## src/rtl/core/assert_macros.svh

```systemverilog
// Assertion macros for the morse text gate sequencer RTL.
// Depends on nothing; the including module provides i_clk and i_rst_n.
`ifndef ASSERT_MACROS_SVH
`define ASSERT_MACROS_SVH

// Clocked property check, disabled while reset is asserted.
`define MTG_ASSERT_CLK(label, prop, msg) \
    label: assert property (@(posedge i_clk) disable iff (!i_rst_n) prop) else $error(msg);

// Invariant that must hold at every clock edge outside reset.
`define MTG_ASSERT_ALWAYS(label, expr, msg) \
    `MTG_ASSERT_CLK(label, (expr), msg)

`endif

```

## src/rtl/core/mtg_pkg.sv

```systemverilog
// Package for the morse text gate sequencer: sizes, codes, command types
// and the Morse character table. Depends on nothing.
package mtg_pkg;

    localparam int SYM_DEPTH = 1024;
    localparam int SYM_AW    = $clog2(SYM_DEPTH);
    localparam int LEN_W     = SYM_AW + 1;
    localparam int Q_DEPTH   = 2;
    localparam int Q_AW      = $clog2(Q_DEPTH);

    typedef enum logic [1:0] {
        OP_TICK   = 2'd0,
        OP_APPEND = 2'd1,
        OP_CLEAR  = 2'd2,
        OP_NONE   = 2'd3
    } t_op;

    typedef enum logic [2:0] {
        SYM_DOT    = 3'd0,
        SYM_DASH   = 3'd1,
        SYM_INTRA  = 3'd2,
        SYM_LETTER = 3'd3,
        SYM_WORD   = 3'd4
    } t_sym;

    typedef enum logic [1:0] {
        CFG_SAMPLE_RATE = 2'd0,
        CFG_TIMEOUT     = 2'd1,
        CFG_MIN_PERIOD  = 2'd2
    } t_cfg_idx;

    // Element pattern: pat[4] is the first element, 1 means dash.
    typedef struct packed {
        logic       known;
        logic [2:0] len;
        logic [4:0] pat;
    } t_morse;

    typedef struct packed {
        t_op        op;
        logic       is_space;
        t_morse     morse;
        logic       run_toggle;
        logic       reset_pulse;
        logic       clk_conn;
        logic       clk_edge;
        logic [12:0] rate;
    } t_cmd;

    typedef struct packed {
        logic [24:0] sr100;
        logic [19:0] timeout;
        logic [9:0]  min_period;
    } t_cfg;

    // Duration of each symbol in units.
    function automatic logic [2:0] sym_units(input t_sym s);
        logic [2:0] u;
        case (s)
            SYM_DOT:    u = 3'd1;
            SYM_DASH:   u = 3'd2;
            SYM_INTRA:  u = 3'd1;
            SYM_LETTER: u = 3'd3;
            SYM_WORD:   u = 3'd7;
            default:    u = 3'd0;
        endcase
        return u;
    endfunction

    // Morse table for upper case letters and digits.
    function automatic t_morse morse_lookup(input logic [7:0] c);
        t_morse m;
        m = '{1'b1, 3'd0, 5'b00000};
        case (c)
            8'h41: m = '{1'b1, 3'd2, 5'b01000};
            8'h42: m = '{1'b1, 3'd4, 5'b10000};
            8'h43: m = '{1'b1, 3'd4, 5'b10100};
            8'h44: m = '{1'b1, 3'd3, 5'b10000};
            8'h45: m = '{1'b1, 3'd1, 5'b00000};
            8'h46: m = '{1'b1, 3'd4, 5'b00100};
            8'h47: m = '{1'b1, 3'd3, 5'b11000};
            8'h48: m = '{1'b1, 3'd4, 5'b00000};
            8'h49: m = '{1'b1, 3'd2, 5'b00000};
            8'h4A: m = '{1'b1, 3'd4, 5'b01110};
            8'h4B: m = '{1'b1, 3'd3, 5'b10100};
            8'h4C: m = '{1'b1, 3'd4, 5'b01000};
            8'h4D: m = '{1'b1, 3'd2, 5'b11000};
            8'h4E: m = '{1'b1, 3'd2, 5'b10000};
            8'h4F: m = '{1'b1, 3'd3, 5'b11100};
            8'h50: m = '{1'b1, 3'd4, 5'b01100};
            8'h51: m = '{1'b1, 3'd4, 5'b11010};
            8'h52: m = '{1'b1, 3'd3, 5'b01000};
            8'h53: m = '{1'b1, 3'd3, 5'b00000};
            8'h54: m = '{1'b1, 3'd1, 5'b10000};
            8'h55: m = '{1'b1, 3'd3, 5'b00100};
            8'h56: m = '{1'b1, 3'd4, 5'b00010};
            8'h57: m = '{1'b1, 3'd3, 5'b01100};
            8'h58: m = '{1'b1, 3'd4, 5'b10010};
            8'h59: m = '{1'b1, 3'd4, 5'b10110};
            8'h5A: m = '{1'b1, 3'd4, 5'b11000};
            8'h30: m = '{1'b1, 3'd5, 5'b11111};
            8'h31: m = '{1'b1, 3'd5, 5'b01111};
            8'h32: m = '{1'b1, 3'd5, 5'b00111};
            8'h33: m = '{1'b1, 3'd5, 5'b00011};
            8'h34: m = '{1'b1, 3'd5, 5'b00001};
            8'h35: m = '{1'b1, 3'd5, 5'b00000};
            8'h36: m = '{1'b1, 3'd5, 5'b10000};
            8'h37: m = '{1'b1, 3'd5, 5'b11000};
            8'h38: m = '{1'b1, 3'd5, 5'b11100};
            8'h39: m = '{1'b1, 3'd5, 5'b11110};
            default: m = '{1'b0, 3'd0, 5'b00000};
        endcase
        return m;
    endfunction

endpackage

```

## src/rtl/core/mtg_front.sv

```systemverilog
// Front end: accepts input transactions, folds case, looks up the Morse
// pattern and clamps the rate. Depends on mtg_pkg.
module mtg_front (
    input  logic            i_clk,
    input  logic            i_rst_n,
    input  logic            i_in_valid,
    output logic            o_in_ready,
    input  logic [1:0]      i_operation,
    input  logic [7:0]      i_char_code,
    input  logic            i_run_toggle,
    input  logic            i_reset_pulse,
    input  logic            i_clock_connected,
    input  logic            i_clock_edge,
    input  logic [13:0]     i_rate_centihz,
    output logic            o_cmd_valid,
    input  logic            i_cmd_ready,
    output mtg_pkg::t_cmd   o_cmd
);
    import mtg_pkg::*;

    logic       r_valid;
    t_cmd       r_cmd;
    t_cmd       n_cmd;
    logic [7:0] w_upper;

    assign o_in_ready  = !r_valid || i_cmd_ready;
    assign o_cmd_valid = r_valid;
    assign o_cmd       = r_cmd;

    // Classify the incoming transaction.
    always_comb begin
        if (i_char_code >= 8'h61 && i_char_code <= 8'h7A) begin
            w_upper = i_char_code - 8'h20;
        end else begin
            w_upper = i_char_code;
        end
        n_cmd.op          = t_op'(i_operation);
        n_cmd.is_space    = (i_char_code == 8'h20) || (i_char_code == 8'h0A) ||
                            (i_char_code == 8'h09);
        n_cmd.morse       = morse_lookup(w_upper);
        n_cmd.run_toggle  = i_run_toggle;
        n_cmd.reset_pulse = i_reset_pulse;
        n_cmd.clk_conn    = i_clock_connected;
        n_cmd.clk_edge    = i_clock_edge;
        if ($signed(i_rate_centihz) < 14'sd10) begin
            n_cmd.rate = 13'd10;
        end else if ($signed(i_rate_centihz) > 14'sd5000) begin
            n_cmd.rate = 13'd5000;
        end else begin
            n_cmd.rate = i_rate_centihz[12:0];
        end
    end

    // Holding register toward the command queue.
    always_ff @(posedge i_clk) begin
        if (!i_rst_n) begin
            r_valid <= 1'b0;
        end else if (o_in_ready) begin
            r_valid <= i_in_valid;
        end
    end

    always_ff @(posedge i_clk) begin
        if (i_in_valid && o_in_ready) begin
            r_cmd <= n_cmd;
        end
    end

endmodule

```

## config.mk

```make
export PLATFORM = sky130hd
export DESIGN_NAME = mtg_front
export DESIGN_NICKNAME = d
export VERILOG_FILES = /design/src/rtl/core/assert_macros.svh /design/src/rtl/core/mtg_pkg.sv /design/src/rtl/core/mtg_front.sv
export SDC_FILE = /design/constraint.sdc
export NUM_CORES = 1
export LEC_CHECK = 0
export BUFFER_PORTS_ARGS = -buffer_cell sky130_fd_sc_hd__buf_2
export CORE_MARGIN = 1
export CORE_UTILIZATION = 25
export DETAILED_ROUTE_END_ITERATION = 10
export GPL_ROUTABILITY_DRIVEN = 0
export MAX_ROUTING_LAYER = met4
export PLACE_DENSITY = 0.51
export SKIP_CTS_REPAIR_TIMING = 1
export SLEW_MARGIN = 0
export SYNTH_ARGS = -nofsm -noshare
export SYNTH_HDL_FRONTEND = slang
export SYNTH_SLANG_ARGS = --single-unit
export TNS_END_PERCENT = 30
```

## constraint.sdc

```tcl
create_clock -name i_clk -period 3.21 [get_ports i_clk]
set_input_delay 0.4815 -clock i_clk [delete_from_list [all_inputs] [get_ports i_clk]]
set_output_delay 0.4815 -clock i_clk [all_outputs]
set_load 0.02 [all_outputs]
```

# After elaboration in Yosys (flattened, before gate mapping)
# Memory sizes are Yosys's and may differ from the RTL's. A register that Yosys moved wholly into a read port is not among the register bits.
# Index checks and enable logic that the tools add are counted.
[classes]
muxes = 2
n_mul = 0
n_bitwise = 0
div = 0
shift = 0
n_eq_ne = 3
n_lt_le_gt_ge = 4
addsub = 1
reduce_logical = 7
[ops]
columns = ["operator", "count"]
rows = [
  ["$eq 8x4->1 const B", 2],
  ["$gt 14x14->1 const B", 1],
  ["$lt 14x5->1 const B", 1],
  ["$mux 13", 1],
  ["$eq 8x6->1 const B", 1],
  ["$ge 8x7->1 const B", 1],
  ["$le 8x7->1 const B", 1],
  ["$mux 8", 1],
  ["$sub 8x6->8 const B", 1],
  ["$logic_or 1x1->1", 3],
  ["$logic_and 1x1->1", 2],
  ["$reduce_or 2->1", 1],
  ["$logic_not 1->1", 1],
]
[word_totals]
regBits = 21
ramBits = 0
inputBits = 32
output_inout_bits = 31
memories = 1
rom_bits = 1152
latchBits = 0
[mem_list]
columns = ["name", "depth", "width", "read_ports", "rd_clocked_by_memory_dff", "wr", "line_no", "rtl"]
rows = [
  ["(no name shown)", 128, 9, 1, 1, 0, "mtg_pkg.sv:74", "case (c)"],
]

# Depth between registers and ports, before layout
# Gate-level depths: netlist of run 1.
[depth]
ltp_word = 3
ltp_mapped = 7
depth_no_buf = 6

# Worst setup path before layout of run 1
# OpenSTA, ideal clock, no wires.
[synth_path]
path_type = "input port to flip-flop"
from = "input i_char_code[1]"
to = "register, netlist name o_cmd[20]"
setup_time_ns = 0.280
arrival_ns = 1.729
path_slack_ns = 1.200
t_required_ns = 2.930
cell_stages = 7
path_buffers = 1
cell_sequence = "buf_6 -> inv_1 -> ha_1 -> or4b_1 -> o21ai_0 -> a2111o_2 -> o32ai_2"
[synth_via]
elab_chain_cells = 3
[synth_rtl]
columns = ["item", "line_no", "rtl"]
rows = [
  ["from (decl)", "mtg_front.sv:9", "input logic [7:0] i_char_code,"],
  ["$ge 8x7->1 or $le 8x7->1 (tied branches)", "mtg_front.sv:32", "if (i_char_code >= 8'h61 && i_char_code <= 8'h7A) begin"],
  ["$logic_and 1x1->1", "mtg_front.sv:32", ""],
  ["$mux 8 (*)", "mtg_front.sv:32", ""],
]
# Every way passes the cells marked *; elsewhere a longest branch is shown, timed or not.
# A chain may end at the register's enable or synchronous reset.

# Final worst setup path of run 1
[layout_path]
from = "input i_char_code[1]"
to = "register, netlist name o_cmd[20]"
[layout_via]
elab_chain_cells = 3
[layout_rtl]
columns = ["item", "line_no"]
rows = [
  ["$ge 8x7->1 or $le 8x7->1 (tied branches)", "mtg_front.sv:32"],
  ["$logic_and 1x1->1", "mtg_front.sv:32"],
  ["$mux 8 (*)", "mtg_front.sv:32"],
]
# Marked as above.

==> results.ini, run 1 <==
[floorplanning]
start_util_pct = 26.0
core_area_um2 = 6830
die_y_um = 86.3
fp.dieArea_um2 = 7450
io_pins = 63
die_w_um = 86.3
row_count = 30

[timing]
slew_viol_final = 0
fin_tns_setup_ns = 0
max_freq_mhz = 483
hold_viol = 0
layout_min_cycle_time_ns = 2.07
worst_pin_slew_ns = 0.745
relSlewSlack_pct = 49.8
timing.final.crit_share_pct = 64.5
rsz0062_at_grt = false
skew_ns = 0.00162
setup_viol = 0

[worst_setup_path]
cp.required_ns = 3.32
r2r_setup_slack_ns = 1.99
cp-endpoint = o_cmd[20]$_SDFFCE_PP0P_
crit_cells = 7
cpLargestDelayFamily = compound AO/OA/AOI/OAI gates
worst-path-max-fanout = 14
critical-path-max-stage-delay_ns = 0.58
worst_r2r_endpoint = o_cmd[0]$_SDFFCE_PP0P_
reg2reg_depth = 3
crit_chain = buf_2 > inv_1 > ha_1 > or4b_1 > o21ai_0 > a2111o_2 > o32ai_2
r2r_start = o_cmd_valid$_SDFFE_PN0N_
cp-start-kind = input port
path_class = input port to register
cp_num_buf_inv = 2
slowest_stage = a2111o_2
startpoint = i_char_code[1]
cp-end-kind = register
cp.arrival_ns = 2.18

[yosys]
synth-xor-area-share_pct = 0.493
synth_adder_area_share_pct = 6.34
ys_seq_area_share_pct = 50.1
syn_avg_cell_area_um2 = 11.0
async_reset_ff_share_pct = 0
synth-simple-area-share_pct = 16.3
synth-edff-count = 29
yosysWarnings = 0
synth_top_family_by_area = compound AO/OA/AOI/OAI gates
syn_inst = 161
ys.flop_type = edfxtp_1
ys_types = 47
synth-compound-area-share_pct = 16.7
synth.mux.area_fraction_pct = 4.79
synth_area_um2 = 1780
syn_nets = 202
ys_ff_latch = 30

[global_route]
grt_pass1_vias = 1439
antenna_found_initial = 0
grt_overflow = 0
grt_max_degree = 30
grtUsageTotal_pct = 11.9
grt_pass1_wl_mm = 6.72

[route]
routed-wl-met2_mm = 1.96
met3_length_um = 326
drt_wl_total_mm = 4.22
first_iter_violations = 81
first_pass_iters = 4
dr_total_vias = 1497
drc = 0
wl_met1_mm = 1.87
routedWlPerCell_um = 13.2
vias_per_cell = 4.68
ant_nets = 0
highest_layer = met4

[power_and_ir_drop]
power_w = 0.000932
power_per_cell_area_nw_per_um2 = 416
p_leak_nw = 0.941
ir_drop_v = 0.000121

[place]
dp_hpwl_mm = 3.06
dpl.cell_count = 312
post_dp_cell_area_um2 = 2160
io_buffers = 62

[clock_network]
clock-sinks = 30
cts_made_buffers = 5
clockBufferDepth = 2
htree_levels = 2
cts-root-buf = clkbuf_8
clock_latency_ns = 0.28
path_clk_slew_ns = 0.06
cts_tree = yes

[final_layout]
area.sequential_um2 = 891
final_nets = 264
antenna_cells = 0
multi_input_area_um2 = 792
drive_gt1_share_pct = 34.8
syn_to_final_growth_pct = 26.2
final_common_cell = buf_2
nFillCells = 731
layout_common_cells = buf_2, edfxtp_1, nor2_1, o21ai_0
final_util_pct = 32.8
layoutNonFillerInstCount = 320
final_area_um2 = 2240

[status]
run_status = complete, no violations

[min_path]
hold_class = input port to register

[flow_run]
max_cap_viol_count = 0

==> through the flow <==
step                hold WS [ns]  worst slack [ns]
detailed placement         0.518             0.883
global route               0.363             0.989
global placement           0.514             0.936
CTS                        0.367              1.15
floorplan                  0.580              1.20
finish                     0.376              1.14
==> state kept, by name, summed over array words and instances, names as in the netlist <==
name         count
o_cmd           29
o_cmd_valid      1
==> synthesized netlist by cell type, drive strengths merged (5+ instances only) <==
cell	n	area (um^2)
a21oi	5	25.0
buf	7	50.1
edfxtp	29	871
ha	9	113
inv	10	40.0
nand2	8	30.0
nor2	15	56.3
nor2b	5	31.3
nor3	6	30.0
nor3b	5	37.5
o21ai	15	75.1
o22ai	5	31.3
==> final cells by class <==
cell class	count	area share, %
multi-input cells	113	35.3
clock buffers	6	3.24
repair buffers	63	14.2
flip-flops and latches	30	39.7
inverters	10	1.79
well taps	96	5.36
clock inverters	2	0.391
==> logic make-up (layout without fill, tap and decap cells) <==
| family | Yosys count | count (layout) |
|---|---|---|
| compound gates | 43 | 43 |
| xor+xnor | 1 | 1 |
| fa+ha+maj | 9 | 9 |
| buf+inv | 18 | 81 |
| flops | 30 | 30 |
| mux | 6 | 6 |
| simple gates | 54 | 54 |
==> routing by layer <==
layer | vias to the layer above | GRT usage (%)
met3 | 5 | 2.86
met5 | - | -
met4 | 0 | 5.45
met1 | 702 | 13.9
met2 | 61 | 19.3
li1 | 729 | -
==> where the power goes <==
group / total, W / internal (W) / switching, W
registers: 0.000464 / 0.000459 / 0.00000539
clock network: 0.000281 / 0.000148 / 0.000132
logic: 0.000187 / 0.0000682 / 0.000119
total: 0.000932 / 0.000675 / 0.000257
==> worst min-delay path by stage <==
stage / start / endpoint / depth (start not counted)
after floorplan: i_clock_edge / o_cmd[13]$_DFFE_PP_ / 0
after global placement: o_cmd_valid$_SDFFE_PN0N_ / o_cmd_valid$_SDFFE_PN0N_ / 2
after detailed placement: o_cmd_valid$_SDFFE_PN0N_ / o_cmd_valid$_SDFFE_PN0N_ / 2
after CTS: i_operation[1] / o_cmd[28]$_DFFE_PP_ / 1
after global routing: i_operation[1] / o_cmd[28]$_DFFE_PP_ / 1
final: i_operation[1] / o_cmd[28]$_DFFE_PP_ / 1
(Power assumes the default switching activity.)
==> run 2: changes to the inputs <==
- PLACE_DENSITY: 0.51 -> 0.52
- clock period: 3.21 -> 1.7 ns (I/O delays scaled with it)
==> run 2 against run 1 <==
  * Critical path depth stayed put
  * Sequential power increased by 89%
  * Sequential cell count unchanged
  * Clock skew grew 0.0022 ns
  * Global-route usage rose by 0.50 points
  * First-iteration DRC count down 9.9%
  * Largest power group unchanged
==> results.ini, run 2 (synthesis results as in run 1) <==
[clock_network]
cts-root-buf = clkbuf_8
clockBufferDepth = 2  ; unchanged
cts_made_buffers = 5  ; unchanged
clock-sinks = 30  ; unchanged
cts_tree = yes
path_clk_slew_ns = 0.06  ; about the same
clock_latency_ns = 0.28  ; about the same
htree_levels = 2  ; unchanged

[worst_setup_path]
worst_r2r_endpoint = o_cmd[27]$_DFFE_PP_
slowest_stage = a2111o_2
reg2reg_depth = 2  ; -1
critical-path-max-stage-delay_ns = 0.57  ; about the same
worst-path-max-fanout = 8  ; -6
r2r_start = o_cmd_valid$_SDFFE_PN0N_
cp.arrival_ns = 1.73  ; -0.45 ns
cp-end-kind = register
crit_chain = buf_2 > inv_1 > ha_1 > nor2_2 > o21ai_1 > a2111o_2 > o32ai_2
cp.required_ns = 1.81  ; -1.51 ns
r2r_setup_slack_ns = 0.34  ; -1.65 ns
path_class = input port to register
cp-start-kind = input port

[route]
routedWlPerCell_um = 12.4  ; -5.9%
drc = 0  ; unchanged
first_iter_violations = 73  ; -9.9%
first_pass_iters = 4  ; unchanged
vias_per_cell = 4.43  ; -5.3%
drt_wl_total_mm = 4.32  ; +2.3%
dr_total_vias = 1541  ; +2.9%
ant_nets = 0  ; unchanged

[timing]
max_freq_mhz = 615
rsz0062_at_grt = false
timing.final.crit_share_pct = 95.6
worst_pin_slew_ns = 0.756  ; +0.0114 ns
setup_viol = 0  ; unchanged
setup_slack_ns = 0.0753  ; -1.06 ns
relSlewSlack_pct = 49.0  ; -0.77 points
slew_viol_final = 0  ; unchanged
skew_ns = 0.00382  ; +0.00220 ns
layout_min_cycle_time_ns = 1.62
hold-worst-slack_ns = 0.148  ; -0.229 ns
hold_viol = 0  ; unchanged
fin_tns_setup_ns = 0  ; unchanged

[global_route]
grt_max_degree = 30  ; unchanged
antenna_found_initial = 0  ; unchanged
grt_pass1_vias = 1461  ; +1.5%
grtUsageTotal_pct = 12.4  ; +0.50 points
grt_pass1_wl_mm = 6.95  ; +3.4%
grt_overflow = 0  ; unchanged

[place]
post-place-ws_ns = -0.232  ; -1.11 ns
io_buffers = 62  ; unchanged
dp_hpwl_mm = 3.38  ; +10%
post_dp_cell_area_um2 = 2370  ; +9.9%

[power_and_ir_drop]
power_per_cell_area_nw_per_um2 = 789  ; +90%
power_w = 0.00197  ; +110%
ir_drop_v = 0.000266  ; +120%
p_leak_nw = 1.09  ; +16%

[min_path]
worstHoldEndpoint = o_cmd[14]$_DFFE_PP_
hold_class = input port to register
min_from = i_clock_connected
min_path_cells = 1  ; unchanged

[final_layout]
final_nets = 292  ; +11%
largest_reg_flops = 29  ; unchanged
antenna_cells = 0  ; unchanged
syn_to_final_growth_pct = 40.6
final_area_um2 = 2500  ; +11%
drive_gt1_share_pct = 45.2  ; +10 points
final_common_cell = buf_2
layout_common_cells = buf_2, edfxtp_1, buf_4, nor2_1, o21ai_0

[floorplanning]
row_count = 30  ; unchanged
die_y_um = 86.3  ; unchanged
start_util_pct = 26.0  ; unchanged
core_area_um2 = 6830  ; unchanged
fp.dieArea_um2 = 7450  ; unchanged
io_pins = 63  ; unchanged
die_w_um = 86.3  ; unchanged

[status]
run_status = complete, no violations

[flow_run]
max_cap_viol_count = 0  ; unchanged

-- run 2: final cells by class --
cell class / instances / area (um^2)
multi-input combinational: 113 / 811
clock inverter: 3 / 40.0
timing repair buffer: 91 / 528
inverter: 10 / 40.0
clock buffer: 5 / 68.8
tap: 96 / 120
sequential: 30 / 891
fill: 699 / 4330
-- run 2: report_power, final --
part | switching [W] | total (W) | internal (W) | leakage (nW)
registers | 0.00000895 | 0.000875 | 0.000866 | 0.293
logic | 0.000238 | 0.000409 | 0.000171 | 0.742
clock network | 0.000256 | 0.000687 | 0.000430 | 0.0579
total | 0.000503 | 0.00197 | 0.00147 | 1.09
-- run 2: per-layer routing --
metal  global-route usage (%)  share of wire [%]  vias to the layer above  wire length, um
li1                         -                  -                      779                -
met1                     14.1                 45                      698             1930
met2                     20.9                 47                       56             2020
met3                     2.95                6.6                        8              287
met4                     5.00                1.9                        0               81
met5                        -                  0                        -                0
-- run 2: per-stage QoR --
| stage | util, % | instances |
|---|---|---|
| final | 36.6 | 348 |
| after global placement | 34.8 | 340 |
| after detailed placement | 34.8 | 340 |
| after floorplan | - | 161 |
| after CTS | 36.4 | 348 |
| after global routing | 36.6 | 348 |
-- run 2: worst max path at each step --
| stage | cells after the start | from | to |
|---|---|---|---|
| after CTS | 7 | i_char_code[0] | o_cmd[25]$_SDFFCE_PP0P_ |
| after global placement | 7 | i_char_code[1] | o_cmd[20]$_SDFFCE_PP0P_ |
| after global routing | 7 | i_char_code[5] | o_cmd[20]$_SDFFCE_PP0P_ |
| after detailed placement | 7 | i_char_code[0] | o_cmd[25]$_SDFFCE_PP0P_ |
| after floorplan | 7 | i_char_code[1] | o_cmd[20]$_SDFFCE_PP0P_ |
| final | 7 | i_char_code[5] | o_cmd[20]$_SDFFCE_PP0P_ |
-- run 2: critical path, delay by kind of cell --
family,cells,cell delay (ns)
AOI/OAI and AO/OA,3,0.93
adders and majority gates,1,0.29
buffers and inverters,2,0.14
and+or+nand+nor,1,0.11
