[src/rtl/core/assert_macros.svh]
// Assertion macros for the morse text gate sequencer RTL.
// Depends on nothing; the including module provides i_clk and i_rst_n.
`ifndef ASSERT_MACROS_SVH
`define ASSERT_MACROS_SVH

// Clocked property check, disabled while reset is asserted.
`define MTG_ASSERT_CLK(label, prop, msg) \
    label: assert property (@(posedge i_clk) disable iff (!i_rst_n) prop) else $error(msg);

// Invariant that must hold at every clock edge outside reset.
`define MTG_ASSERT_ALWAYS(label, expr, msg) \
    `MTG_ASSERT_CLK(label, (expr), msg)

`endif

[src/rtl/core/mtg_pkg.sv]
// Package for the morse text gate sequencer: sizes, codes, command types
// and the Morse character table. Depends on nothing.
package mtg_pkg;

    localparam int SYM_DEPTH = 1024;
    localparam int SYM_AW    = $clog2(SYM_DEPTH);
    localparam int LEN_W     = SYM_AW + 1;
    localparam int Q_DEPTH   = 2;
    localparam int Q_AW      = $clog2(Q_DEPTH);

    typedef enum logic [1:0] {
        OP_TICK   = 2'd0,
        OP_APPEND = 2'd1,
        OP_CLEAR  = 2'd2,
        OP_NONE   = 2'd3
    } t_op;

    typedef enum logic [2:0] {
        SYM_DOT    = 3'd0,
        SYM_DASH   = 3'd1,
        SYM_INTRA  = 3'd2,
        SYM_LETTER = 3'd3,
        SYM_WORD   = 3'd4
    } t_sym;

    typedef enum logic [1:0] {
        CFG_SAMPLE_RATE = 2'd0,
        CFG_TIMEOUT     = 2'd1,
        CFG_MIN_PERIOD  = 2'd2
    } t_cfg_idx;

    // Element pattern: pat[4] is the first element, 1 means dash.
    typedef struct packed {
        logic       known;
        logic [2:0] len;
        logic [4:0] pat;
    } t_morse;

    typedef struct packed {
        t_op        op;
        logic       is_space;
        t_morse     morse;
        logic       run_toggle;
        logic       reset_pulse;
        logic       clk_conn;
        logic       clk_edge;
        logic [12:0] rate;
    } t_cmd;

    typedef struct packed {
        logic [24:0] sr100;
        logic [19:0] timeout;
        logic [9:0]  min_period;
    } t_cfg;

    // Duration of each symbol in units.
    function automatic logic [2:0] sym_units(input t_sym s);
        logic [2:0] u;
        case (s)
            SYM_DOT:    u = 3'd1;
            SYM_DASH:   u = 3'd2;
            SYM_INTRA:  u = 3'd1;
            SYM_LETTER: u = 3'd3;
            SYM_WORD:   u = 3'd7;
            default:    u = 3'd0;
        endcase
        return u;
    endfunction

    // Morse table for upper case letters and digits.
    function automatic t_morse morse_lookup(input logic [7:0] c);
        t_morse m;
        m = '{1'b1, 3'd0, 5'b00000};
        case (c)
            8'h41: m = '{1'b1, 3'd2, 5'b01000};
            8'h42: m = '{1'b1, 3'd4, 5'b10000};
            8'h43: m = '{1'b1, 3'd4, 5'b10100};
            8'h44: m = '{1'b1, 3'd3, 5'b10000};
            8'h45: m = '{1'b1, 3'd1, 5'b00000};
            8'h46: m = '{1'b1, 3'd4, 5'b00100};
            8'h47: m = '{1'b1, 3'd3, 5'b11000};
            8'h48: m = '{1'b1, 3'd4, 5'b00000};
            8'h49: m = '{1'b1, 3'd2, 5'b00000};
            8'h4A: m = '{1'b1, 3'd4, 5'b01110};
            8'h4B: m = '{1'b1, 3'd3, 5'b10100};
            8'h4C: m = '{1'b1, 3'd4, 5'b01000};
            8'h4D: m = '{1'b1, 3'd2, 5'b11000};
            8'h4E: m = '{1'b1, 3'd2, 5'b10000};
            8'h4F: m = '{1'b1, 3'd3, 5'b11100};
            8'h50: m = '{1'b1, 3'd4, 5'b01100};
            8'h51: m = '{1'b1, 3'd4, 5'b11010};
            8'h52: m = '{1'b1, 3'd3, 5'b01000};
            8'h53: m = '{1'b1, 3'd3, 5'b00000};
            8'h54: m = '{1'b1, 3'd1, 5'b10000};
            8'h55: m = '{1'b1, 3'd3, 5'b00100};
            8'h56: m = '{1'b1, 3'd4, 5'b00010};
            8'h57: m = '{1'b1, 3'd3, 5'b01100};
            8'h58: m = '{1'b1, 3'd4, 5'b10010};
            8'h59: m = '{1'b1, 3'd4, 5'b10110};
            8'h5A: m = '{1'b1, 3'd4, 5'b11000};
            8'h30: m = '{1'b1, 3'd5, 5'b11111};
            8'h31: m = '{1'b1, 3'd5, 5'b01111};
            8'h32: m = '{1'b1, 3'd5, 5'b00111};
            8'h33: m = '{1'b1, 3'd5, 5'b00011};
            8'h34: m = '{1'b1, 3'd5, 5'b00001};
            8'h35: m = '{1'b1, 3'd5, 5'b00000};
            8'h36: m = '{1'b1, 3'd5, 5'b10000};
            8'h37: m = '{1'b1, 3'd5, 5'b11000};
            8'h38: m = '{1'b1, 3'd5, 5'b11100};
            8'h39: m = '{1'b1, 3'd5, 5'b11110};
            default: m = '{1'b0, 3'd0, 5'b00000};
        endcase
        return m;
    endfunction

endpackage

[src/rtl/core/mtg_queue.sv]
// Short command queue between the front end and the back end.
// Depends on mtg_pkg.
module mtg_queue (
    input  logic            i_clk,
    input  logic            i_rst_n,
    input  logic            i_push_valid,
    output logic            o_push_ready,
    input  mtg_pkg::t_cmd   i_push_cmd,
    output logic            o_pop_valid,
    input  logic            i_pop_ready,
    output mtg_pkg::t_cmd   o_pop_cmd
);
    import mtg_pkg::*;

    t_cmd            r_q [Q_DEPTH];
    logic [Q_AW-1:0] r_wr_ptr;
    logic [Q_AW-1:0] r_rd_ptr;
    logic [Q_AW:0]   r_count;
    logic            w_push;
    logic            w_pop;

    assign o_push_ready = (r_count != (Q_AW + 1)'(Q_DEPTH));
    assign o_pop_valid  = (r_count != '0);
    assign o_pop_cmd    = r_q[r_rd_ptr];
    assign w_push       = i_push_valid && o_push_ready;
    assign w_pop        = o_pop_valid && i_pop_ready;

    // Pointer and occupancy tracking.
    always_ff @(posedge i_clk) begin
        if (!i_rst_n) begin
            r_wr_ptr <= '0;
            r_rd_ptr <= '0;
            r_count  <= '0;
        end else begin
            if (w_push) begin
                r_wr_ptr <= r_wr_ptr + 1'b1;
            end
            if (w_pop) begin
                r_rd_ptr <= r_rd_ptr + 1'b1;
            end
            if (w_push && !w_pop) begin
                r_count <= r_count + 1'b1;
            end else if (w_pop && !w_push) begin
                r_count <= r_count - 1'b1;
            end
        end
    end

    always_ff @(posedge i_clk) begin
        if (w_push) begin
            r_q[r_wr_ptr] <= i_push_cmd;
        end
    end

endmodule

[config.mk]
export PLATFORM = sky130hd
export DESIGN_NAME = mtg_queue
export DESIGN_NICKNAME = d
export VERILOG_FILES = /design/src/rtl/core/assert_macros.svh /design/src/rtl/core/mtg_pkg.sv /design/src/rtl/core/mtg_queue.sv
export SDC_FILE = /design/constraint.sdc
export NUM_CORES = 1
export LEC_CHECK = 0
export BUFFER_PORTS_ARGS = -buffer_cell sky130_fd_sc_hd__buf_2
export CAP_MARGIN = 10
export CORE_ASPECT_RATIO = 2
export CORE_MARGIN = 5
export CORE_UTILIZATION = 46
export DETAILED_ROUTE_END_ITERATION = 10
export GPL_ROUTABILITY_DRIVEN = 0
export GPL_TIMING_DRIVEN = 0
export PLACE_DENSITY = 0.82
export SYNTH_ARGS = -nofsm -noshare
export SYNTH_HDL_FRONTEND = slang
export SYNTH_SLANG_ARGS = --single-unit
[constraint.sdc]
create_clock -name i_clk -period 1.6 [get_ports i_clk]
set_input_delay 0.32 -clock i_clk [delete_from_list [all_inputs] [get_ports i_clk]]
set_output_delay 0.32 -clock i_clk [all_outputs]
set_load 0.005 [all_outputs]
Word level (Yosys, flattened, before mapping)

Memory sizes are Yosys's and may differ from the RTL's. A register that Yosys moved wholly into a read port is not among the register bits.
Cells that the tools add are included.

Register bits after elaboration: 4
Memory bits (writable): 58
Input bits: 33
Output and inout port bits: 31
Word-level logic and storage cells: 23
Memories: 1

Add/sub/neg operators: 4
Equal/unequal tests: 1
Muxes and demuxes: 6
Reductions and logical operators: 8

Memory list:

| name | words | bits a word | read ports | clocked after memory_dff | wr ports | RTL line        | RTL |
|---|---|---|---|---|---|---|---|
| r_q  | 2     | 29          | 1          | 1                        | 1        | mtg_queue.sv:15 | `t_cmd r_q [Q_DEPTH];` |

Operators by type and width:

| kind                                             | count |
|---|---|
| logical AND 1 bit                                | 4 |
| 2-to-1 mux 1 bit                                 | 4 |
| 2-to-1 mux 2 bit                                 | 2 |
| nonzero test 2 bit                               | 2 |
| adder 1 bit, second input constant               | 2 |
| adder 2 x 1 -> 2 bit, second input constant      | 1 |
| logical NOT 1 bit                                | 2 |
| inequality test 2 bit, second input constant     | 1 |
| subtractor 2 x 1 -> 2 bit, second input constant | 1 |

Logic depth before layout (Yosys ltp)

Gate-level depths: netlist (run 1).

Depth in word-level cells: 6
Gate-level depth with buffers: 6
Depth with buffers taken out: 6

Worst setup path after synthesis (run 1)

OpenSTA, ideal clock, no wires.

Path kind: reg2reg
Start: reg r_count[0]
End: mem r_q[1][0] (netlist name) (enable)
Library setup time: 0.389 ns
Arrival: 1.327 ns
Required time: 1.211 ns
Setup slack: -0.115 ns
Stages on the path, launching flop included: 3
Path buffers: 0
Period minus slack after synthesis: 1.715 ns
Cell sequence: dfxtp_1 > nand2b_4 > and3_1

Cells in the longest elaborated chain, start to end: 4

RTL lines:

| element                                | RTL line        | RTL |
|---|---|---|
| start, declared                        | mtg_queue.sv:18 | `logic [Q_AW:0] r_count;` |
| start signal, assigned                 | mtg_queue.sv:42 | `r_count <= r_count + 1'b1;` |
| start signal, assigned                 | mtg_queue.sv:44 | `r_count <= r_count - 1'b1;` |
| inequality test 2 bit                  | mtg_queue.sv:22 | `assign o_push_ready = (r_count != (Q_AW + 1)'(Q_DEPTH));` |
| named net o_push_ready                 | mtg_queue.sv:7  | `output logic o_push_ready,` |
| logical AND 1 bit                      | mtg_queue.sv:25 | `assign w_push = i_push_valid && o_push_ready;` |
| 2-to-1 mux 1 bit                       | mtg_queue.sv:50 | `if (w_push) begin` |
| 2-to-1 mux 1 bit (implied by the code) | mtg_queue.sv:51 | `r_q[r_wr_ptr] <= i_push_cmd;` |
| end, declared                          | mtg_queue.sv:15 |  |

The timed path passes the listed nets, and every way through them passes these cells.

==> impl_metrics.toml, run 1 <==
[logic_synthesis]
synth-seq-area-share_pct = 79.01
syn_area_sq_um = 2331
yosys_warnings = 0
synthesis.nets = 148
post-synth-top-area-cell = "edfxtp_1"
netlist_top_cells_area = "edfxtp_1 75%, mux2_2 14%, dfxtp_1 4.3%, and2_1 1.1%, xnor2_1 0.75%"
postSynthAreaPerCell_sq_um = 20.45
netlist.area_leader.share_pct = 74.72
ys_ff_latch = 63
synth_cells = 114
synth_cell_types = 20

[timing]
period_share_pct = 106.3
tightestPinTransition_ns = 0.4157
setup_viol = 29
fmax_mhz = 588.1
min_period_ns = 1.700
fin_hold_ws_ns = 0.1745
setup_ws_ns = -0.1005
drv_slew = 0
slew_headroom_pct = 72.28
rsz0062_at_grt = "true"
hold_viol_final = 0
fin_tns_setup_ns = -1.922
skew_ns = 0.004764

[run]
maxCapViolCount = 0

[min_path]
min-delay-start = "i_push_cmd[12]"
worstHoldPathCells = 1
hold_end = "r_q[1][12]"
hold_path.class = "primary input to register"

[routing]
routedWlPerCell_um = 18.15
ant_nets = 0
routed_wl_mm = 4.646
via_count = 1307
drc = 0
firstDrtPassIters = 3
drt_iter0_drc = 17
vias_per_cell = 5.105

[worst_setup_path]
worstPathRequired_ns = 1.28
r2r_end = "r_count[1]"
r2r_cells = 4
worstReg2RegStart = "r_count[1]"
r2r_slack_ns = 0.08
path_cells = "buf_6 > clkbuf_16 > mux2_4 > buf_6"
path_class = "register to output pin"
crit_slowest_cell = "dfxtp_2"
worst_setup_path_start_kind = "register"
cpMostUsedCell = "buf_6"
cp_top_family = "buffers and inverters"
slowest_delay_ns = 0.33
path_max_fanout = 4
critPathArrivalTime_ns = 1.38
cp-end-kind = "output pin"
critPathBufInv = 3

[global_routing]
gr-usage-all-layers_pct = 14.66
grt_pass1_wl_mm = 6.782
grt_pass1_vias = 1426
grt_start_max_net_pins = 30
grt_remaining_overflow = 0
grt_antenna_before_repair = 0

[floorplan]
die_width_um = 60.34
core_area_sq_um = 4910
row_count = 36
ios = 64
initial_core_util_pct = 47.48
die-area_sq_um = 6677
die-height_um = 110.7

[power]
seqPwrFrac_pct = 43.3
vdd_drop_max_uv = 1152
p_int_w = 0.003736
power_frac_clock_pct = 23.6
p_leak_nw = 1.248
p_sw_share_pct = 25.22
p_total_w = 0.004996
power_frac_comb_pct = 33.1
power_density_nw_per_um2 = 1553
power.switching_w = 0.001260

[finish]
final_cells = 256
nets = 228
n_antenna_cell = 0
fin_util_pct = 65.52
mostFrequentLayoutCells = "58 x edfxtp_1, 44 x buf_2, 20 x buf_6, 19 x mux2_4, 11 x clkbuf_8"
area_growth_syn_to_layout_pct = 38.00
final_layout_size_suffix_gt1_share_pct = 60.80
mostFrequentLayoutCell = "edfxtp_1"

[place]
dp.cells = 234
port_buffers = 63
dp_hpwl_mm = 2.844

[cts]
clk_latency_ns = 0.33
cts_sinks = 63
cts_made_buffers = 9
clock_path_buffers = 2
root_buffer = "clkbuf_8"
clk_pin_slew_ns = 0.06
h-tree-depth = 3
cts_tree = "built"

[status]
violations = "setup timing"
status = "complete, but fails checks"
==> flip-flops by register name (all words and copies together) (netlist names), named ones only <==
| signal | count |
|---|---|
| r_rd_ptr | 1 |
| r_count | 2 |
| r_wr_ptr | 1 |
| r_q | 58 |
==> through the flow <==
step	setup slack [ns]	area, sq um
2_1_floorplan	0.1138	2336
3_3_place_gp	-0.07779	2723
3_5_place_dp	-0.1462	2723
4_1_cts	-0.1437	3080
5_1_grt	-0.1502	3217
6_report	-0.1005	3217
==> timing repair <==
action	4_1_cts	5_1_grt
cloned	2	1
hold buffers	0	0
endpoints found under the setup margin	87	45
resized for setup	31	19
buffers inserted	1	2
pin swaps	0	2
==> final cells by class <==
class	count	area [sq um]
timing repair buffer	68	534.3
sequential	63	1848
inverter	1	7.507
tap	57	71.32
fill	365	1693
clock inverter	1	3.754
multi-input combinational	47	544.3
clock buffer	15	166.4
timing repair inverter	1	7.507
buffer	3	33.78
==> routing by layer <==
layer	share of wire, %	track usage [%]
met3	6.6	5.128
met5	0	0
met4	3.4	10.21
met1	33	13.04
met2	57	25.43
==> how the worst max path moves through the flow <==
stage | from | endpoint | slack [ns] | cells past startpoint
floorplan | r_count[0] | r_count[1] | 0.11 | 5
global placement | r_count[0] | r_q[0][5] | -0.08 | 3
detailed placement | r_count[0] | r_q[0][3] | -0.15 | 3
CTS | register | o_pop_cmd[9] | -0.14 | 4
global route | register | o_pop_cmd[15] | -0.15 | 4
finish | register | o_pop_cmd[13] | -0.10 | 4
==> cell usage after synthesis <==
| library cell | count |
|---|---|
| or2_2 | 1 |
| nand3b_1 | 1 |
| xor2_1 | 1 |
| xnor2_1 | 2 |
| and3_1 | 1 |
| mux2_2 | 29 |
| a21boi_1 | 1 |
| o21ai_1 | 1 |
| buf_2 | 1 |
| o21ai_0 | 1 |
| edfxtp_1 | 58 |
| a21bo_2 | 1 |
| or3_1 | 1 |
| dfxtp_1 | 5 |
| and2_1 | 4 |
| a21boi_0 | 1 |
| ha_1 | 1 |
| buf_4 | 2 |
| inv_1 | 1 |
| nand2b_4 | 1 |
==> logic make-up (layout without fill, tap and decap cells) <==
logic type,after synthesis,count (layout),synth area share (%)
compound gates,5,5,1.503
xor+xnor,3,3,1.127
fa+ha+maj,1,1,0.5367
buf+inv,4,89,1.019
flops,63,63,79.01
mux,29,29,14.01
simple gates,9,9,2.792
==> power by group through the flow <==
stage | Combinational [W] | Clock [W] | Sequential [W]
final | 0.00165 | 0.00118 | 0.00216
after global routing | 0.00177 | 0.00130 | 0.00219
after CTS | 0.00144 | 0.00123 | 0.00216
after detailed placement | 0.00109 | 0 | 0.00218
after global placement | 0.00107 | 0 | 0.00217
after floorplan | 0.000679 | 0 | 0.00216
Note: power is estimated with default switching activity, not from simulation.
==> inputs of run 2 (changes only) <==
==> constraint.sdc (replaced) <==
create_clock -name i_clk -period 1.46 [get_ports i_clk]
set_input_delay 0.292 -clock i_clk [delete_from_list [all_inputs] [get_ports i_clk]]
set_output_delay 0.292 -clock i_clk [all_outputs]
set_load 0.05 [all_outputs]
==> impl_metrics.toml, run 2 (synthesized netlist as in run 1, its figures left out) <==
[place]
dp_slack_ns = -0.2677
placed_cell_area_sq_um = 2739
dp.cells = 234
port_buffers = 63
dp_hpwl_mm = 3.011

[finish]
final_layout_size_suffix_gt1_share_pct = 64.25
final_cell_area_sq_um = 3397
largest_registers = "r_q (58), r_count (2)"
multi_input_area_sq_um = 578.1
nets = 236
ff_latch_area_sq_um = 1848
mostFrequentLayoutCells = "58 x edfxtp_1, 33 x buf_2, 21 x buf_8, 19 x mux2_4, 19 x buf_4"
fill_cells = 336
regMostFlops = "r_q"
mostFrequentLayoutCell = "edfxtp_1"
final_cells = 264
fin_util_pct = 69.19
n_antenna_cell = 0
largest_reg_flops = 58
area_growth_syn_to_layout_pct = 45.73

[timing]
hold_viol_final = 0
period_share_pct = 116.6
setup_viol = 30
fmax_mhz = 587.4
drv_slew = 0
setup_ws_ns = -0.2425
tightestPinTransition_ns = 0.3546
rsz0062_at_grt = "true"
slew_headroom_pct = 76.36
min_period_ns = 1.702
skew_ns = 0.006767

[worst_setup_path]
path_cells = "buf_4 > mux2_2 > buf_4"
worstPathRequired_ns = 1.17
critPathArrivalTime_ns = 1.41
cp_top_family = "buffers and inverters"
path_class = "register to output pin"
crit_slowest_cell = "mux2_2"
worst_setup_path_start_kind = "register"
path_max_fanout = 10
slowest_delay_ns = 0.36
critPathBufInv = 2
cpMostUsedCell = "buf_4"
cp-end-kind = "output pin"

[routing]
drt_iter0_drc = 54
routed_wl_mm = 4.886
firstDrtPassIters = 4
ant_nets = 0
drc = 0
vias_per_cell = 5.080
routedWlPerCell_um = 18.51
via_count = 1341

[global_routing]
grt_remaining_overflow = 0
gr-usage-all-layers_pct = 16.03
grt_pass1_vias = 1513
grt_pass1_wl_mm = 7.500
grt_start_max_net_pins = 30
grt_antenna_before_repair = 0

[status]
status = "complete, but fails checks"
violations = "setup timing"

[cts]
h-tree-depth = 3
clk_latency_ns = 0.33
root_buffer = "clkbuf_8"
clock_path_buffers = 2
cts_made_buffers = 9
cts_tree = "built"
clk_pin_slew_ns = 0.07
cts_hold_buf = 0
cts_sinks = 63

[power]
vdd_drop_max_uv = 1397
p_leak_nw = 1.326
p_total_w = 0.006871
power_density_nw_per_um2 = 2023

[floorplan]
core_area_sq_um = 4910
die-area_sq_um = 6677
initial_core_util_pct = 47.48
ios = 64
row_count = 36
die_width_um = 60.34
die-height_um = 110.7

[min_path]
hold_path.class = "primary input to register"

[run]
maxCapViolCount = 0
-- run 2: cell types whose count changed in the layout (fill, tap and decap cells not counted), moves of 11 or more --
| cell | before | now |
|---|---|---|
| buf_4 | 2 | 19 |
| buf_8 | 1 | 21 |
| buf_6 | 20 | 2 |
| buf_2 | 44 | 33 |
-- run 2: cell type report --
| class | instances | area share (%) |
|---|---|---|
| clock inverters | 1 | 0.1473 |
| flip-flops and latches | 63 | 54.40 |
| repair buffers | 75 | 19.89 |
| plain buffers | 3 | 1.105 |
| inverters | 1 | 0.2210 |
| clock buffers | 15 | 4.899 |
| multi-input cells | 48 | 17.02 |
| repair inverters | 1 | 0.2210 |
| well taps | 57 | 2.099 |
-- run 2: power by group --
| part | internal, W | switching, W | leakage (nW) | total (W) |
|---|---|---|---|---|
| logic | 0.00144 | 0.00175 | 0.655 | 0.00319 |
| clock network | 0.000709 | 0.000596 | 0.0877 | 0.00131 |
| registers | 0.00227 | 0.000100 | 0.584 | 0.00237 |
-- run 2: metrics by stage --
stage / setup TNS (ns) / hold slack, ns
6_report: -6.690 / 0.1482
5_1_grt: -8.605 / 0.1166
4_1_cts: -7.170 / 0.1238
3_5_place_dp: -12.96 / 0.4843
3_3_place_gp: -10.38 / 0.4794
2_1_floorplan: -2.643 / 0.3909
-- run 2: layer usage --
layer  wire, um  global-route usage, %  up-vias
li1           -                      -      620
met1       1568                  14.60      677
met2       2975                  28.47       39
met3        271                  6.876        5
met4         71                  7.544        0
met5          0                      0        -
-- run 2: worst paths after layout --
path	start	end	slack, ns	cells after the start
setup reg to reg	r_count[0]	r_count[1]	-0.01	6
hold / removal	i_push_cmd[20]	r_q[0][20]	0.15	1
setup / recovery	register	o_pop_cmd[17]	-0.24	3
hold reg to reg	r_count[1]	r_count[1]	0.56	2
-- run 2: timing repair --
item,in CTS,in global routing
setup buffers,8,3
endpoints found under the setup margin,89,88
resized for setup,98,5
pin swaps,1,1
gates cloned,2,1
-- run 2: worst register-to-register path, delay by kind of cell (launching register included) --
kind | cells | cell delay [ns]
xor gates and xnor gates | 1 | 0.15
AOI/OAI and AO/OA | 1 | 0.13
adders and majority gates | 1 | 0.16
and+or+nand+nor | 3 | 0.61
DFF | 1 | 0.35
==> inputs of run 3 (changes only) <==
--- a/config.mk
+++ b/config.mk
@@ -5,15 +5,16 @@
 export SDC_FILE = /design/constraint.sdc
 export NUM_CORES = 1
 export LEC_CHECK = 0
+export ABC_AREA = 1
 export BUFFER_PORTS_ARGS = -buffer_cell sky130_fd_sc_hd__buf_2
 export CAP_MARGIN = 10
 export CORE_ASPECT_RATIO = 2
 export CORE_MARGIN = 5
-export CORE_UTILIZATION = 46
+export CORE_UTILIZATION = 33
 export DETAILED_ROUTE_END_ITERATION = 10
 export GPL_ROUTABILITY_DRIVEN = 0
 export GPL_TIMING_DRIVEN = 0
-export PLACE_DENSITY = 0.82
+export PLACE_DENSITY = 0.64
 export SYNTH_ARGS = -nofsm -noshare
 export SYNTH_HDL_FRONTEND = slang
 export SYNTH_SLANG_ARGS = --single-unit
==> impl_metrics.toml, run 3 <==
[status]
status = "complete, but fails checks"
violations = "setup timing"

[power]
p_sw_share_pct = 33.31
p_int_w = 0.004815
power_density_nw_per_um2 = 2088
power.switching_w = 0.002405
seqPwrFrac_pct = 33.4
power_frac_comb_pct = 36.9
power_frac_clock_pct = 29.7
p_leak_nw = 1.356
vdd_drop_max_uv = 1205

[routing]
routed_wl_mm = 4.568
via_count = 1343
drc = 0
routedWlPerCell_um = 15.18
vias_per_cell = 4.462
ant_nets = 0
drt_iter0_drc = 53
firstDrtPassIters = 6

[floorplan]
initial_core_util_pct = 33.94
die_width_um = 69.97
die-area_sq_um = 9092
ios = 64
row_count = 43
core_area_sq_um = 6994
die-height_um = 129.9

[worst_setup_path]
worstReg2RegStart = "r_count[0]"
path_class = "register to output pin"
cp_top_family = "buffers and inverters"
critPathCapture = "o_pop_cmd[2]"
cpMostUsedCell = "buf_6"
r2r_slack_ns = 0.08
critPathArrivalTime_ns = 1.39
r2r_cells = 4
cp-end-kind = "output pin"
slowest_delay_ns = 0.33
r2r_end = "r_q[1][6]"
path_cells = "buf_6 > buf_12 > mux2_4 > buf_6"
cp.depth = 4
crit_slowest_cell = "dfxtp_2"
path_max_fanout = 10
critPathBufInv = 3
worstPathRequired_ns = 1.17
worst_setup_path_start_kind = "register"

[logic_synthesis]
synth_cell_types = 15
synthFlopType = "edfxtp_1"
post-synth-top-count-cell = "edfxtp_1"
synthesis.nets = 161
synth_cells = 127
ys_ff_latch = 63
post-synth-top-area-cell = "edfxtp_1"
yosys_warnings = 0
syn_area_sq_um = 2374
netlist.area_leader.share_pct = 73.38
synth-seq-area-share_pct = 77.60
yosys-top-cells-count = "58 x edfxtp_1, 19 x mux2_2, 10 x mux2_4"
netlist_top_cells_area = "edfxtp_1 73%, mux2_2 9.0%, mux2_4 6.3%, dfxtp_1 4.2%, nand2_1 1.4%"
async_flop_share_pct = 0
postSynthAreaPerCell_sq_um = 18.69
synth_edf_count = 58

[min_path]
min-delay-start = "i_push_cmd[12]"
hold_path.class = "primary input to register"

[run]
maxCapViolCount = 0

[timing]
setup_ws_ns = -0.2218
fin_hold_ws_ns = 0.1629
drv_slew = 0
hold_viol_final = 0
period_share_pct = 115.2
setup_viol = 29
fin_tns_setup_ns = -5.513
min_period_ns = 1.682
skew_ns = 0.004467
fmax_mhz = 594.6
slew_headroom_pct = 66.41
tightestPinTransition_ns = 0.5027
rsz0062_at_grt = "true"

[global_routing]
grt_util_met2_pct = 20.02
grt_antenna_before_repair = 1
grt_pass1_wl_mm = 7.003
grt_pass1_vias = 1449
use_met1_pct = 8.846
grt.busiest_layer = "met2"
grtUsageMet3_pct = 4.934
grt_start_max_net_pins = 30
gr-usage-all-layers_pct = 10.57
grt_remaining_overflow = 0

[finish]
mostFrequentLayoutCell = "edfxtp_1"
regMostFlops = "r_q"
final_cell_area_sq_um = 3457
n_antenna_cell = 0
final_cells = 301
mostFrequentLayoutCells = "58 x edfxtp_1, 34 x buf_2, 19 x mux2_4, 13 x buf_6, 13 x buf_4"
final_layout_size_suffix_gt1_share_pct = 59.72
largest_reg_flops = 58
nets = 241
area_growth_syn_to_layout_pct = 45.65
fill_cells = 632
largest_registers = "r_q (58), r_count (2)"

[place]
dp_hpwl_mm = 3.113
port_buffers = 63
placed_cell_area_sq_um = 2853
dp.cells = 280
dp_slack_ns = -0.2353

[cts]
h-tree-depth = 3
clk_pin_slew_ns = 0.05
root_buffer = "clkbuf_16"
clk_latency_ns = 0.32
cts_tree = "built"
cts_sinks = 63
clock_path_buffers = 2
cts_made_buffers = 9
==> run 3: cell type report <==
class                   instances  area [sq um]  share of cell area, %
inverters                       8         32.53                 0.9410
clock buffers                  10         229.0                  6.623
multi-input cells              55         593.1                  17.16
clock inverters                 5         73.82                  2.135
repair buffers                 67         526.8                  15.24
well taps                      90         112.6                  3.257
plain buffers                   3         42.54                  1.231
flip-flops and latches         63          1847                  53.42
==> run 3: what timing repair did <==
item,in CTS,in global routing
gates cloned,1,1
hold buffers,0,0
buffers inserted,4,0
resized for setup,67,12
endpoints found under the hold margin,0,0
pin swaps,4,1
setup endpoints to repair,88,59
==> run 3: worst register-to-register path, delay by kind of cell, from the launching register on <==
kind | cells | cell delay [ns]
flops | 1 | 0.36
simple gates | 3 | 0.58
buf+inv | 1 | 0.07
==> run 3: power by group through the flow <==
stage               logic (W)  clock network [W]  registers (W)
floorplan             0.00173                  0        0.00241
detailed placement    0.00216                  0        0.00244
global placement      0.00215                  0        0.00242
finish                0.00266            0.00214        0.00241
CTS                   0.00261            0.00219        0.00241
global route          0.00281            0.00228        0.00244
==> run 3: through the flow <==
step	util [%]	power, W
after global routing	49.43	0.007523
final	49.43	0.007219
after detailed placement	40.79	0.004600
after CTS	48.66	0.007209
after floorplan	-	0.004137
after global placement	40.79	0.004567
==> run 3: worst min path at each step <==
stage,cells past startpoint,end
global route,1,r_q[0][3]
finish,1,r_q[0][12]
floorplan,0,r_q[0][0]
global placement,1,r_q[0][19]
detailed placement,1,r_q[0][24]
CTS,1,r_q[1][3]
==> run 3: kinds of logic (layout without fill, tap and decap cells) <==
family                     count (synthesis)  count (layout)  share of synthesized area [%]
muxes                                     29              29                          15.34
DFF                                       63              63                          77.60
buffers and inverters                     11              93                          2.425
AOI/OAI and AO/OA                          4               4                         0.9488
adders and majority gates                  1               1                         0.5271
and+or+nand+nor                           19              21                          3.163
==> run 3: routing by layer <==
metal | up-vias | share of wire [%]
met1 | 652 | 32
met4 | 2 | 2.3
li1 | 637 | -
met3 | 11 | 6.7
met5 | - | 0.15
met2 | 41 | 58
